### src/cbs_pkg.sv
// ---------------------------------------------------------------------------
// Centered binomial sampler package
// Shared types and constants for the sampler's front end, queue and back end.
// ---------------------------------------------------------------------------
package cbs_pkg;

	localparam int WORD_W          = 32;
	localparam int COEF_W          = 9;
	localparam int COUNT_W         = 6;
	localparam int LANES           = 8;
	localparam int LANE_W          = 3;
	localparam int NIB_W           = 4;
	localparam int WORDS_PER_HALF  = 6;
	localparam int WORDS_PER_COEF  = 12;
	localparam int WORD_CNT_W      = 4;
	localparam int QUEUE_DEPTH     = 2;
	localparam int QUEUE_PTR_W     = 1;
	localparam int QUEUE_CNT_W     = 2;

	typedef enum logic {
		KIND_PAIR = 1'b0,
		KIND_SUM  = 1'b1
	} cbs_kind_t;

	typedef enum logic {
		MODE_ETA2   = 1'b0,
		MODE_ETA192 = 1'b1
	} cbs_mode_t;

	typedef struct packed {
		cbs_kind_t           kind;
		logic [WORD_W-1:0]   payload;
	} cbs_entry_t;

	typedef struct packed {
		logic       push;
		cbs_entry_t entry;
	} cbs_push_t;

endpackage

### src/cbs_front.sv
// ---------------------------------------------------------------------------
// Centered binomial sampler front end
// Accepts random words, holds the mode, and turns each word either into a
// pair-sampling job or into a step of the popcount difference.
// ---------------------------------------------------------------------------
module cbs_front (
	input  logic                            clk,
	input  logic                            arst_n,
	input  logic                            cfg_wen,
	input  logic                            cfg_wdata,
	input  logic                            s_axis_tvalid,
	output logic                            s_axis_tready,
	input  logic [cbs_pkg::WORD_W-1:0]      s_axis_tdata,
	input  logic                            queue_full,
	output cbs_pkg::cbs_push_t              push
);

	cbs_pkg::cbs_mode_t                     mode_q;
	logic [cbs_pkg::WORD_CNT_W-1:0]         word_cnt_q;
	logic signed [cbs_pkg::COEF_W-1:0]      diff_q;
	logic [cbs_pkg::COUNT_W-1:0]            ones;
	logic signed [cbs_pkg::COEF_W-1:0]      ones_s;
	logic signed [cbs_pkg::COEF_W-1:0]      diff_next;
	logic                                   accept;
	logic                                   coef_done;

	assign s_axis_tready = !queue_full;
	assign accept        = s_axis_tvalid && s_axis_tready;
	assign ones          = cbs_pkg::COUNT_W'($countones(s_axis_tdata));
	assign ones_s        = $signed({{(cbs_pkg::COEF_W-cbs_pkg::COUNT_W){1'b0}}, ones});
	assign coef_done     = (word_cnt_q == cbs_pkg::WORD_CNT_W'(cbs_pkg::WORDS_PER_COEF - 1));

	always_comb begin
		if (word_cnt_q < cbs_pkg::WORD_CNT_W'(cbs_pkg::WORDS_PER_HALF)) begin
			diff_next = diff_q + ones_s;
		end else begin
			diff_next = diff_q - ones_s;
		end
	end

	always_comb begin
		push.push          = 1'b0;
		push.entry.kind    = cbs_pkg::KIND_PAIR;
		push.entry.payload = s_axis_tdata;
		if (mode_q == cbs_pkg::MODE_ETA2) begin
			push.push = accept;
		end else begin
			push.push          = accept && coef_done;
			push.entry.kind    = cbs_pkg::KIND_SUM;
			push.entry.payload = {{(cbs_pkg::WORD_W-cbs_pkg::COEF_W){1'b0}}, diff_next};
		end
	end

	always_ff @(posedge clk or negedge arst_n) begin
		if (!arst_n) begin
			mode_q     <= cbs_pkg::MODE_ETA2;
			word_cnt_q <= '0;
			diff_q     <= '0;
		end else if (cfg_wen) begin
			mode_q     <= cbs_pkg::cbs_mode_t'(cfg_wdata);
			word_cnt_q <= '0;
			diff_q     <= '0;
		end else if (accept && mode_q == cbs_pkg::MODE_ETA192) begin
			if (coef_done) begin
				word_cnt_q <= '0;
				diff_q     <= '0;
			end else begin
				word_cnt_q <= word_cnt_q + 1'b1;
				diff_q     <= diff_next;
			end
		end
	end

endmodule

### src/cbs_queue.sv
// ---------------------------------------------------------------------------
// Centered binomial sampler job queue
// Short first-in first-out queue between the front end and the back end.
// ---------------------------------------------------------------------------
module cbs_queue (
	input  logic                 clk,
	input  logic                 arst_n,
	input  cbs_pkg::cbs_push_t   push,
	input  logic                 pop,
	output cbs_pkg::cbs_entry_t  head,
	output logic                 empty,
	output logic                 full
);

	cbs_pkg::cbs_entry_t                 slot_q [cbs_pkg::QUEUE_DEPTH];
	logic [cbs_pkg::QUEUE_PTR_W-1:0]     wr_ptr_q;
	logic [cbs_pkg::QUEUE_PTR_W-1:0]     rd_ptr_q;
	logic [cbs_pkg::QUEUE_CNT_W-1:0]     count_q;
	logic                                do_push;
	logic                                do_pop;

	assign empty   = (count_q == '0);
	assign full    = (count_q == cbs_pkg::QUEUE_CNT_W'(cbs_pkg::QUEUE_DEPTH));
	assign do_push = push.push && !full;
	assign do_pop  = pop && !empty;
	assign head    = slot_q[rd_ptr_q];

	always_ff @(posedge clk) begin
		if (do_push) begin
			slot_q[wr_ptr_q] <= push.entry;
		end
	end

	always_ff @(posedge clk or negedge arst_n) begin
		if (!arst_n) begin
			wr_ptr_q <= '0;
			rd_ptr_q <= '0;
			count_q  <= '0;
		end else begin
			if (do_push) begin
				wr_ptr_q <= wr_ptr_q + 1'b1;
			end
			if (do_pop) begin
				rd_ptr_q <= rd_ptr_q + 1'b1;
			end
			case ({do_push, do_pop})
				2'b10:   count_q <= count_q + 1'b1;
				2'b01:   count_q <= count_q - 1'b1;
				default: count_q <= count_q;
			endcase
		end
	end

endmodule

### src/cbs_back.sv
// ---------------------------------------------------------------------------
// Centered binomial sampler back end
// Drains queued jobs into coefficients, one per cycle unless stalled, tracks
// the position in the polynomial and holds the output register.
// ---------------------------------------------------------------------------
module cbs_back #(
	parameter int POLY_COEFFS = 128
) (
	input  logic                          clk,
	input  logic                          arst_n,
	input  logic                          cfg_wen,
	input  cbs_pkg::cbs_entry_t           head,
	input  logic                          empty,
	output logic                          pop,
	output logic                          m_axis_tvalid,
	input  logic                          m_axis_tready,
	output logic [15:0]                   m_axis_tdata,
	output logic                          m_axis_tlast,
	output logic                          m_axis_tuser
);

	localparam int IDX_W = $clog2(POLY_COEFFS);

	logic [cbs_pkg::LANE_W-1:0]           lane_q;
	logic [IDX_W-1:0]                     idx_q;
	logic                                 out_valid_q;
	logic signed [cbs_pkg::COEF_W-1:0]    coef_q;
	logic                                 run_last_q;
	logic                                 poly_last_q;
	logic [cbs_pkg::NIB_W-1:0]            nib;
	logic [1:0]                           sum_lo;
	logic [1:0]                           sum_hi;
	logic signed [cbs_pkg::COEF_W-1:0]    coef;
	logic                                 run_last;
	logic                                 poly_last;
	logic                                 advance;

	assign advance   = !empty && (!out_valid_q || m_axis_tready);
	assign nib       = head.payload[{lane_q, 2'b00} +: cbs_pkg::NIB_W];
	assign sum_lo    = {1'b0, nib[0]} + {1'b0, nib[1]};
	assign sum_hi    = {1'b0, nib[2]} + {1'b0, nib[3]};
	assign run_last  = (head.kind == cbs_pkg::KIND_SUM) ||
	                   (lane_q == cbs_pkg::LANE_W'(cbs_pkg::LANES - 1));
	assign poly_last = (idx_q == IDX_W'(POLY_COEFFS - 1));
	assign pop       = advance && run_last;

	always_comb begin
		if (head.kind == cbs_pkg::KIND_SUM) begin
			coef = $signed(head.payload[cbs_pkg::COEF_W-1:0]);
		end else begin
			coef = $signed({{(cbs_pkg::COEF_W-2){1'b0}}, sum_lo}) -
			       $signed({{(cbs_pkg::COEF_W-2){1'b0}}, sum_hi});
		end
	end

	always_ff @(posedge clk) begin
		if (advance) begin
			coef_q      <= coef;
			run_last_q  <= run_last;
			poly_last_q <= poly_last;
		end
	end

	always_ff @(posedge clk or negedge arst_n) begin
		if (!arst_n) begin
			lane_q      <= '0;
			idx_q       <= '0;
			out_valid_q <= 1'b0;
		end else if (cfg_wen) begin
			lane_q      <= '0;
			idx_q       <= '0;
			out_valid_q <= 1'b0;
		end else begin
			if (advance) begin
				out_valid_q <= 1'b1;
				lane_q      <= run_last ? '0 : lane_q + 1'b1;
				idx_q       <= poly_last ? '0 : idx_q + 1'b1;
			end else if (m_axis_tready) begin
				out_valid_q <= 1'b0;
			end
		end
	end

	assign m_axis_tvalid = out_valid_q;
	assign m_axis_tdata  = {{(16-cbs_pkg::COEF_W){1'b0}}, coef_q};
	assign m_axis_tlast  = poly_last_q;
	assign m_axis_tuser  = run_last_q;

endmodule

### src/centered_binomial_sampler.sv
// An accepted word's job goes through the job queue into the back end's output register.
// Throughput: in eta 2 mode the back end emits one coefficient per cycle while
// the output is ready; in eta 192 mode a word is taken every cycle while the
// two-entry job queue has room, which lets the input run ahead of a stalled output.
// Reset clears the mode to eta 2 and all counters; mode writes spare the queue's.
// ---------------------------------------------------------------------------
// Centered binomial sampler
// Turns a stream of random words into centered binomial coefficients.
// ---------------------------------------------------------------------------
module centered_binomial_sampler #(
	parameter int POLY_COEFFS = 128
) (
	input  logic        clk,
	input  logic        arst_n,
	input  logic        cfg_wen,
	input  logic        cfg_wdata,      // sampler_mode
	input  logic        s_axis_tvalid,
	output logic        s_axis_tready,
	input  logic [31:0] s_axis_tdata,   // random_word
	output logic        m_axis_tvalid,
	input  logic        m_axis_tready,
	output logic [15:0] m_axis_tdata,   // coefficient [8:0], zero fill above
	output logic        m_axis_tlast,   // poly_last
	output logic        m_axis_tuser    // run_last
);

	cbs_pkg::cbs_push_t  push;
	cbs_pkg::cbs_entry_t head;
	logic                empty;
	logic                full;
	logic                pop;

	cbs_front u_front (
		.clk           (clk),
		.arst_n        (arst_n),
		.cfg_wen       (cfg_wen),
		.cfg_wdata     (cfg_wdata),
		.s_axis_tvalid (s_axis_tvalid),
		.s_axis_tready (s_axis_tready),
		.s_axis_tdata  (s_axis_tdata),
		.queue_full    (full),
		.push          (push)
	);

	cbs_queue u_queue (
		.clk    (clk),
		.arst_n (arst_n),
		.push   (push),
		.pop    (pop),
		.head   (head),
		.empty  (empty),
		.full   (full)
	);

	cbs_back #(
		.POLY_COEFFS (POLY_COEFFS)
	) u_back (
		.clk           (clk),
		.arst_n        (arst_n),
		.cfg_wen       (cfg_wen),
		.head          (head),
		.empty         (empty),
		.pop           (pop),
		.m_axis_tvalid (m_axis_tvalid),
		.m_axis_tready (m_axis_tready),
		.m_axis_tdata  (m_axis_tdata),
		.m_axis_tlast  (m_axis_tlast),
		.m_axis_tuser  (m_axis_tuser)
	);

endmodule

### config.mk
export PLATFORM = sky130hd
export DESIGN_NAME = centered_binomial_sampler
export DESIGN_NICKNAME = d
export VERILOG_FILES = /design/src/cbs_pkg.sv /design/src/cbs_front.sv /design/src/cbs_queue.sv /design/src/cbs_back.sv /design/src/centered_binomial_sampler.sv
export SDC_FILE = /design/constraint.sdc
export NUM_CORES = 1
export LEC_CHECK = 0
export BUFFER_PORTS_ARGS = -buffer_cell sky130_fd_sc_hd__buf_2
export CAP_MARGIN = 40
export CORE_ASPECT_RATIO = 0.5
export CORE_MARGIN = 2
export CORE_UTILIZATION = 55
export CTS_CLUSTER_DIAMETER = 200
export CTS_CLUSTER_SIZE = 16
export DETAILED_ROUTE_END_ITERATION = 6
export GPL_TIMING_DRIVEN = 1
export PLACE_DENSITY_LB_ADDON = 0.15
export SETUP_SLACK_MARGIN = 0.2
export SLEW_MARGIN = 25
export SYNTH_ARGS = -nofsm -noshare
export SYNTH_HDL_FRONTEND = slang
export SYNTH_SLANG_ARGS = --single-unit
### constraint.sdc
create_clock -name clk -period 4.6 [get_ports clk]
set_clock_uncertainty 0.1 [all_clocks]
set_input_delay 0.46 -clock clk [delete_from_list [all_inputs] [get_ports clk]]
set_output_delay 0.46 -clock clk [all_outputs]
set_load 0.05 [all_outputs]
==> flow_summary.ini, run 1 <==
[worst_setup_path]
cp-start-kind = input port
worst-path-buf-inv = 4
cp.required_ns = 4.61
critPathMaxFanout = 3
path_common_cell = fa_1
cp_cell_sequence = buf_2 -> ha_1 -> fa_1 -> inv_1 -> fa_1 -> fa_2 -> inv_2 -> fa_1 -> fa_1 -> ha_4 -> inv_2 -> fa_2 -> nand3_2 -> o31ai_4 -> xor2_1 -> ha_1 -> a2111o_1 -> o22ai_2 -> a21oi_2 -> or3_1 -> a31o_1
crit_slowest_cell = fa_2
critPathMaxStageDelay_ns = 0.58
crit_arrival_ns = 6.06
crit_type = in -> reg
end_kind = register
critPathTopFamily = adder cells

[global_routing]
grt_antenna_before_repair = 0
grt.total_usage_pct = 23.1
gr-usage-met2_pct = 37.1
use_met3_pct = 5.13
grt_pass1_wl_mm = 21.0
grtUsageMet1_pct = 32.5
top_usage_layer = met2
grt_overflow_total = 0
first_global_vias = 4121
grt_max_degree = 39

[clock_network]
clkTransAtPathRegs_ns = 0.08
root_buffer = clkbuf_16
numCtsBuffers = 9
postCtsHoldBufs = 0
clock_latency_ns = 0.36
max-clock-path-buffers = 2
tritoncts = built
htree_num_levels = 3
cts.sinks = 106

[logic_synthesis]
async_flop_share_pct = 27.4
synth_warnings = 0
ys_dominant_reg_cell = edfxtp_1
synth_cells = 488
synth_area_sq_mm = 0.00623
synth_area_leaders = edfxtp_1 37%, dfrtp_1 12%, fa_1 9.0%
synth_cell_types = 51
synth_edf_count = 77
synth_top_cell_by_area = edfxtp_1
synthTopCellsByCount = 77 x edfxtp_1, 64 x inv_1, 40 x ha_1, 29 x dfrtp_1, 28 x fa_1
synth_top_area_share_pct = 37.1
ys_seq_area_share_pct = 48.7
synth_most_common_cell = edfxtp_1
syn_area_per_cell_sq_um = 12.8
yosys_register_bits = 106

[sta]
setup_viol = 24
slew_viol_final = 0
fmax_mhz = 165
period_share_pct = 132
setup_slack_ns = -1.46
maxSlewHeadroom_pct = 52.6
hold_violations = 0
tightest_slew_ns = 0.711
fin_tns_setup_ns = -24.11
fin_crit_ns = 6.06
rsz0062_at_grt = yes

[hold_path]
hold_class = in -> async

[placement]
dpl.hpwl_mm = 9.71
gp_congestion = 0.808
placed_cell_area_sq_mm = 0.00711
dp_worst_setup_slack_ns = -1.97
io_buffers = 50

[outcome]
violations = negative setup slack
status = finished with violations

[final_layout]
syn_to_final_growth_pct = 27.0
final_layout_size_suffix_gt1_share_pct = 37.6
final_nets = 707
fin_util_pct = 71.9
final_cell_area_sq_mm = 0.00792
n_antenna_cell = 0

[floorplanning]
die_w_um = 155
die_y_um = 79.3
core_sq_mm = 0.0110
initial_utilization_pct = 56.6
ios = 58
rows = 27
dieArea_sq_mm = 0.0123

[drt]
first_iter_violations = 248
routed_wirelength_mm = 13.3
dr.pass1.iters = 4
routed_via_density = 5.37
vias = 4036
drcViolationCount = 0
postRouteAntennaNets = 0
wl_per_cell_um = 17.7

[job]
drv_cap = 0
## registers in the layout, indices dropped and copies added (netlist names), 2 cells and up
signal,flops
u_back.lane_q,3
u_front.word_cnt_q,4
u_back.idx_q,7
u_queue.count_q,2
u_queue.slot_q,66
u_front.diff_q,9
u_back.coef_q,9
## cells by family after synthesis
family	after synthesis	share of synthesized area, %
compound gates	62	6.44
xor+xnor	22	3.09
fa+ha+maj	68	17.0
buf+inv	87	6.10
flops	106	48.7
mux	43	10.2
other cells	1	0.0601
simple gates	99	8.37
## layer usage
layer  share of wire [%]  vias up  wire, um
li1                    -     1921         -
met1                  46     2016      6150
met2                  48       83      6330
met5                   0        -         0
met4                 1.3        0       176
met3                 4.7       16       619
## final cells by class
cell class	count	area (sq um)
Fill cell	725	3090
Tap cell	145	181
Clock buffer	9	225
Sequential cell	106	3040
Clock inverter	7	78.8
Multi-Input combinational cell	301	3250
Timing Repair Buffer	118	905
Inverter	65	244
## layout by cell type (no fill, tap or decap), types with 20 or more instances in the layout
cell type	Yosys	layout
buf_2	1	33
buf_4	7	63
ha_1	40	29
edfxtp_1	77	77
inv_1	64	44
inv_2	0	20
nor2b_1	25	25
nor2_1	22	20
fa_1	28	20
dfrtp_1	29	29
## metrics by stage
step	hold slack, ns	instances
after floorplan	0.0644	494
after global placement	0.368	721
after detailed placement	0.386	722
after CTS	0.0640	743
after global routing	0.0976	751
final	0.0464	751
## worst paths after layout
| path | from | end | slack (ns) | cells after the start |
|---|---|---|---|---|
| worst max register to register | u_back.lane_q[0] | u_back.coef_q[4] | 1.34 | 9 |
| min in group clk | cfg_wdata | u_front.mode_q | 0.24 | 2 |
| worst min register to register | u_front.diff_q[0] | u_front.diff_q[0] | 0.40 | 2 |
| max in group asynchronous | arst_n | u_front.diff_q[3] | 3.89 | 1 |
| worst max-delay path | s_axis_tdata[18] | u_queue.slot_q[1][8] | -1.46 | 21 |
| worst min-delay path | arst_n | u_back.idx_q[3] | 0.05 | 1 |
## repair_timing
action                                  CTS  global route
pin swaps                                24            19
endpoints found under the setup margin   24            24
setup buffers                             5             7
gates resized for setup                  46            44
hold endpoints to repair                  0             0
Power of run 1 is left out: the tool's default activity adds up to more than one toggle a clock period on the data nets, which glitch-free logic cannot reach.
==> run 2, diff against run 1 <==
Settings changed: CORE_UTILIZATION 55 to 45, SETUP_SLACK_MARGIN 0.2 to unset.
==> run 2 against run 1 <==
The flow still finishes with violations (negative setup slack). Critical path type unchanged. Via count shrank 2.5%. Register-to-register slack worse by 0.04 ns. Utilization down 14 points. Critical endpoint is now u_queue.slot_q[0][8]. Hold slack improved by 0.0069 ns. Global-route usage decreased by 4.1 points. Die area increased by 21%. Wire length is 1.5% lower.
==> flow_summary.ini, run 2 (same netlist as run 1, synthesis figures left out) <==
[outcome]
status = finished with violations
violations = negative setup slack

[worst_setup_path]
cp.required_ns = 4.60
critPathMaxStageDelay_ns = 0.60
crit_slowest_cell = fa_2
rrSetupSlack_ns = 1.30
crit_arrival_ns = 6.09
cp-start-kind = input port
crit_type = in -> reg
cp_cell_sequence = buf_2 -> ha_4 -> inv_2 -> fa_1 -> inv_2 -> fa_1 -> fa_2 -> fa_1 -> fa_1 -> ha_4 -> inv_2 -> fa_2 -> nand3_2 -> o31ai_4 -> xor2_1 -> ha_1 -> a2111o_1 -> o22ai_2 -> a21oi_2 -> or3_1 -> a31o_1
path_common_cell = fa_1
end_kind = register
worst-path-buf-inv = 4
critPathMaxFanout = 3
critPathTopFamily = adder cells

[floorplanning]
dieArea_sq_mm = 0.0149
core_sq_mm = 0.0136
die_w_um = 170
ios = 58
die_y_um = 87.2
initial_utilization_pct = 46.0
rows = 30

[final_layout]
seqCellArea_sq_mm = 0.00304
final_nets = 708
final_cell_area_sq_mm = 0.00782
final_layout_size_suffix_gt1_share_pct = 36.4
layout_common_cells = 77 x edfxtp_1, 63 x buf_4, 50 x inv_1
layout_commonest_cell = edfxtp_1
fillers = 1131
n_antenna_cell = 0
final_cell_count_no_fill = 799
fin_util_pct = 57.7
largest_reg_flops = 66
syn_to_final_growth_pct = 25.4
multi_input_area_sq_mm = 0.00318
largest_register = u_queue.slot_q
top_regs = u_queue.slot_q x66, u_back.coef_q x9, u_front.diff_q x9

[sta]
slew_viol_final = 0
fmax_mhz = 164
maxSlewHeadroom_pct = 51.5
period_share_pct = 132
setup_viol = 24
setup_slack_ns = -1.49
rsz0062_at_grt = yes
tightest_slew_ns = 0.728
hold_violations = 0
fin_crit_ns = 6.09

[job]
drv_cap = 0

[clock_network]
root_buffer = clkbuf_16
numCtsBuffers = 9
htree_num_levels = 3
max-clock-path-buffers = 2
clock_latency_ns = 0.35
clkTransAtPathRegs_ns = 0.08
cts.sinks = 106
tritoncts = built

[placement]
gp_congestion = 0.794
placed_cell_area_sq_mm = 0.00722
io_buffers = 50
placed_cells = 775
dpl.hpwl_mm = 9.85

[global_routing]
first_global_vias = 3949
grt_max_degree = 39
gr-usage-met2_pct = 30.7
grt_pass1_wl_mm = 21.0
top_usage_layer = met2
grt_overflow_total = 0
grtUsageMet1_pct = 27.1
use_met3_pct = 3.95
grt.total_usage_pct = 18.9
grt_antenna_before_repair = 0

[drt]
first_iter_violations = 274
wl_per_cell_um = 16.4
postRouteAntennaNets = 0
routed_via_density = 4.92
dr.pass1.iters = 4
vias = 3935
routed_wirelength_mm = 13.1
drcViolationCount = 0

[hold_path]
hold_class = in -> async
## run 2: cell types whose count changed in the layout (fill, tap and decap cells not counted), moves of 3 or more
cell,before,now
inv_2,20,14
ha_4,11,8
inv_1,44,50
buf_8,5,1
buf_2,33,46
buf_6,17,9
## run 2: final timing paths
| path | from | depth (start not counted) | to |
|---|---|---|---|
| min in group clk | cfg_wdata | 2 | u_front.mode_q |
| max in group asynchronous | arst_n | 1 | u_front.diff_q[7] |
| min | arst_n | 1 | u_back.idx_q[3] |
| max | s_axis_tdata[27] | 21 | u_queue.slot_q[0][8] |
| max reg2reg | u_queue.rd_ptr_q | 10 | u_back.coef_q[4] |
| min reg2reg | u_front.diff_q[0] | 2 | u_front.diff_q[0] |
## run 2: worst register-to-register path: stages (launching register included)
cell and delay, ns:
dfrtp_1 0.35, buf_4 0.27, mux2i_1 0.39, mux2i_1 0.13, mux4_2 0.48, fa_1 0.50
ha_1 0.14, inv_1 0.04, ha_1 0.17, nor2_1 0.37, a21oi_1 0.11
## run 2: layout make-up
| cell class | instances | share of cell area [%] |
|---|---|---|
| inverter | 65 | 3.12 |
| tap | 192 | 3.07 |
| multi-input combinational | 301 | 40.7 |
| timing repair buffer | 119 | 10.5 |
| clock inverter | 7 | 0.880 |
| clock buffer | 9 | 2.88 |
| sequential | 106 | 38.9 |
## run 2: per-layer routing
layer	up-vias	part of all wire, %
li1	1920	-
met1	1955	48
met2	52	47
met3	8	4.1
met4	0	0.83
met5	-	0
## run 2: stage by stage
| stage | setup TNS, ns | setup slack [ns] | hold WS, ns |
|---|---|---|---|
| floorplan | -21.03 | -1.63 | 0.0644 |
| global placement | -32.06 | -1.83 | 0.364 |
| detailed placement | -32.91 | -1.89 | 0.415 |
| CTS | -24.95 | -1.50 | 0.0804 |
| global route | -29.27 | -1.71 | 0.0968 |
| finish | -25.42 | -1.49 | 0.0533 |
## run 2: repair_timing
action                                  4_1_cts  5_1_grt
gates resized for setup                      34       18
pin swaps                                     7       10
hold buffers                                  0        0
buffers inserted                              4        4
endpoints found under the setup margin       24       24
Power of run 2 is left out for the same reason.
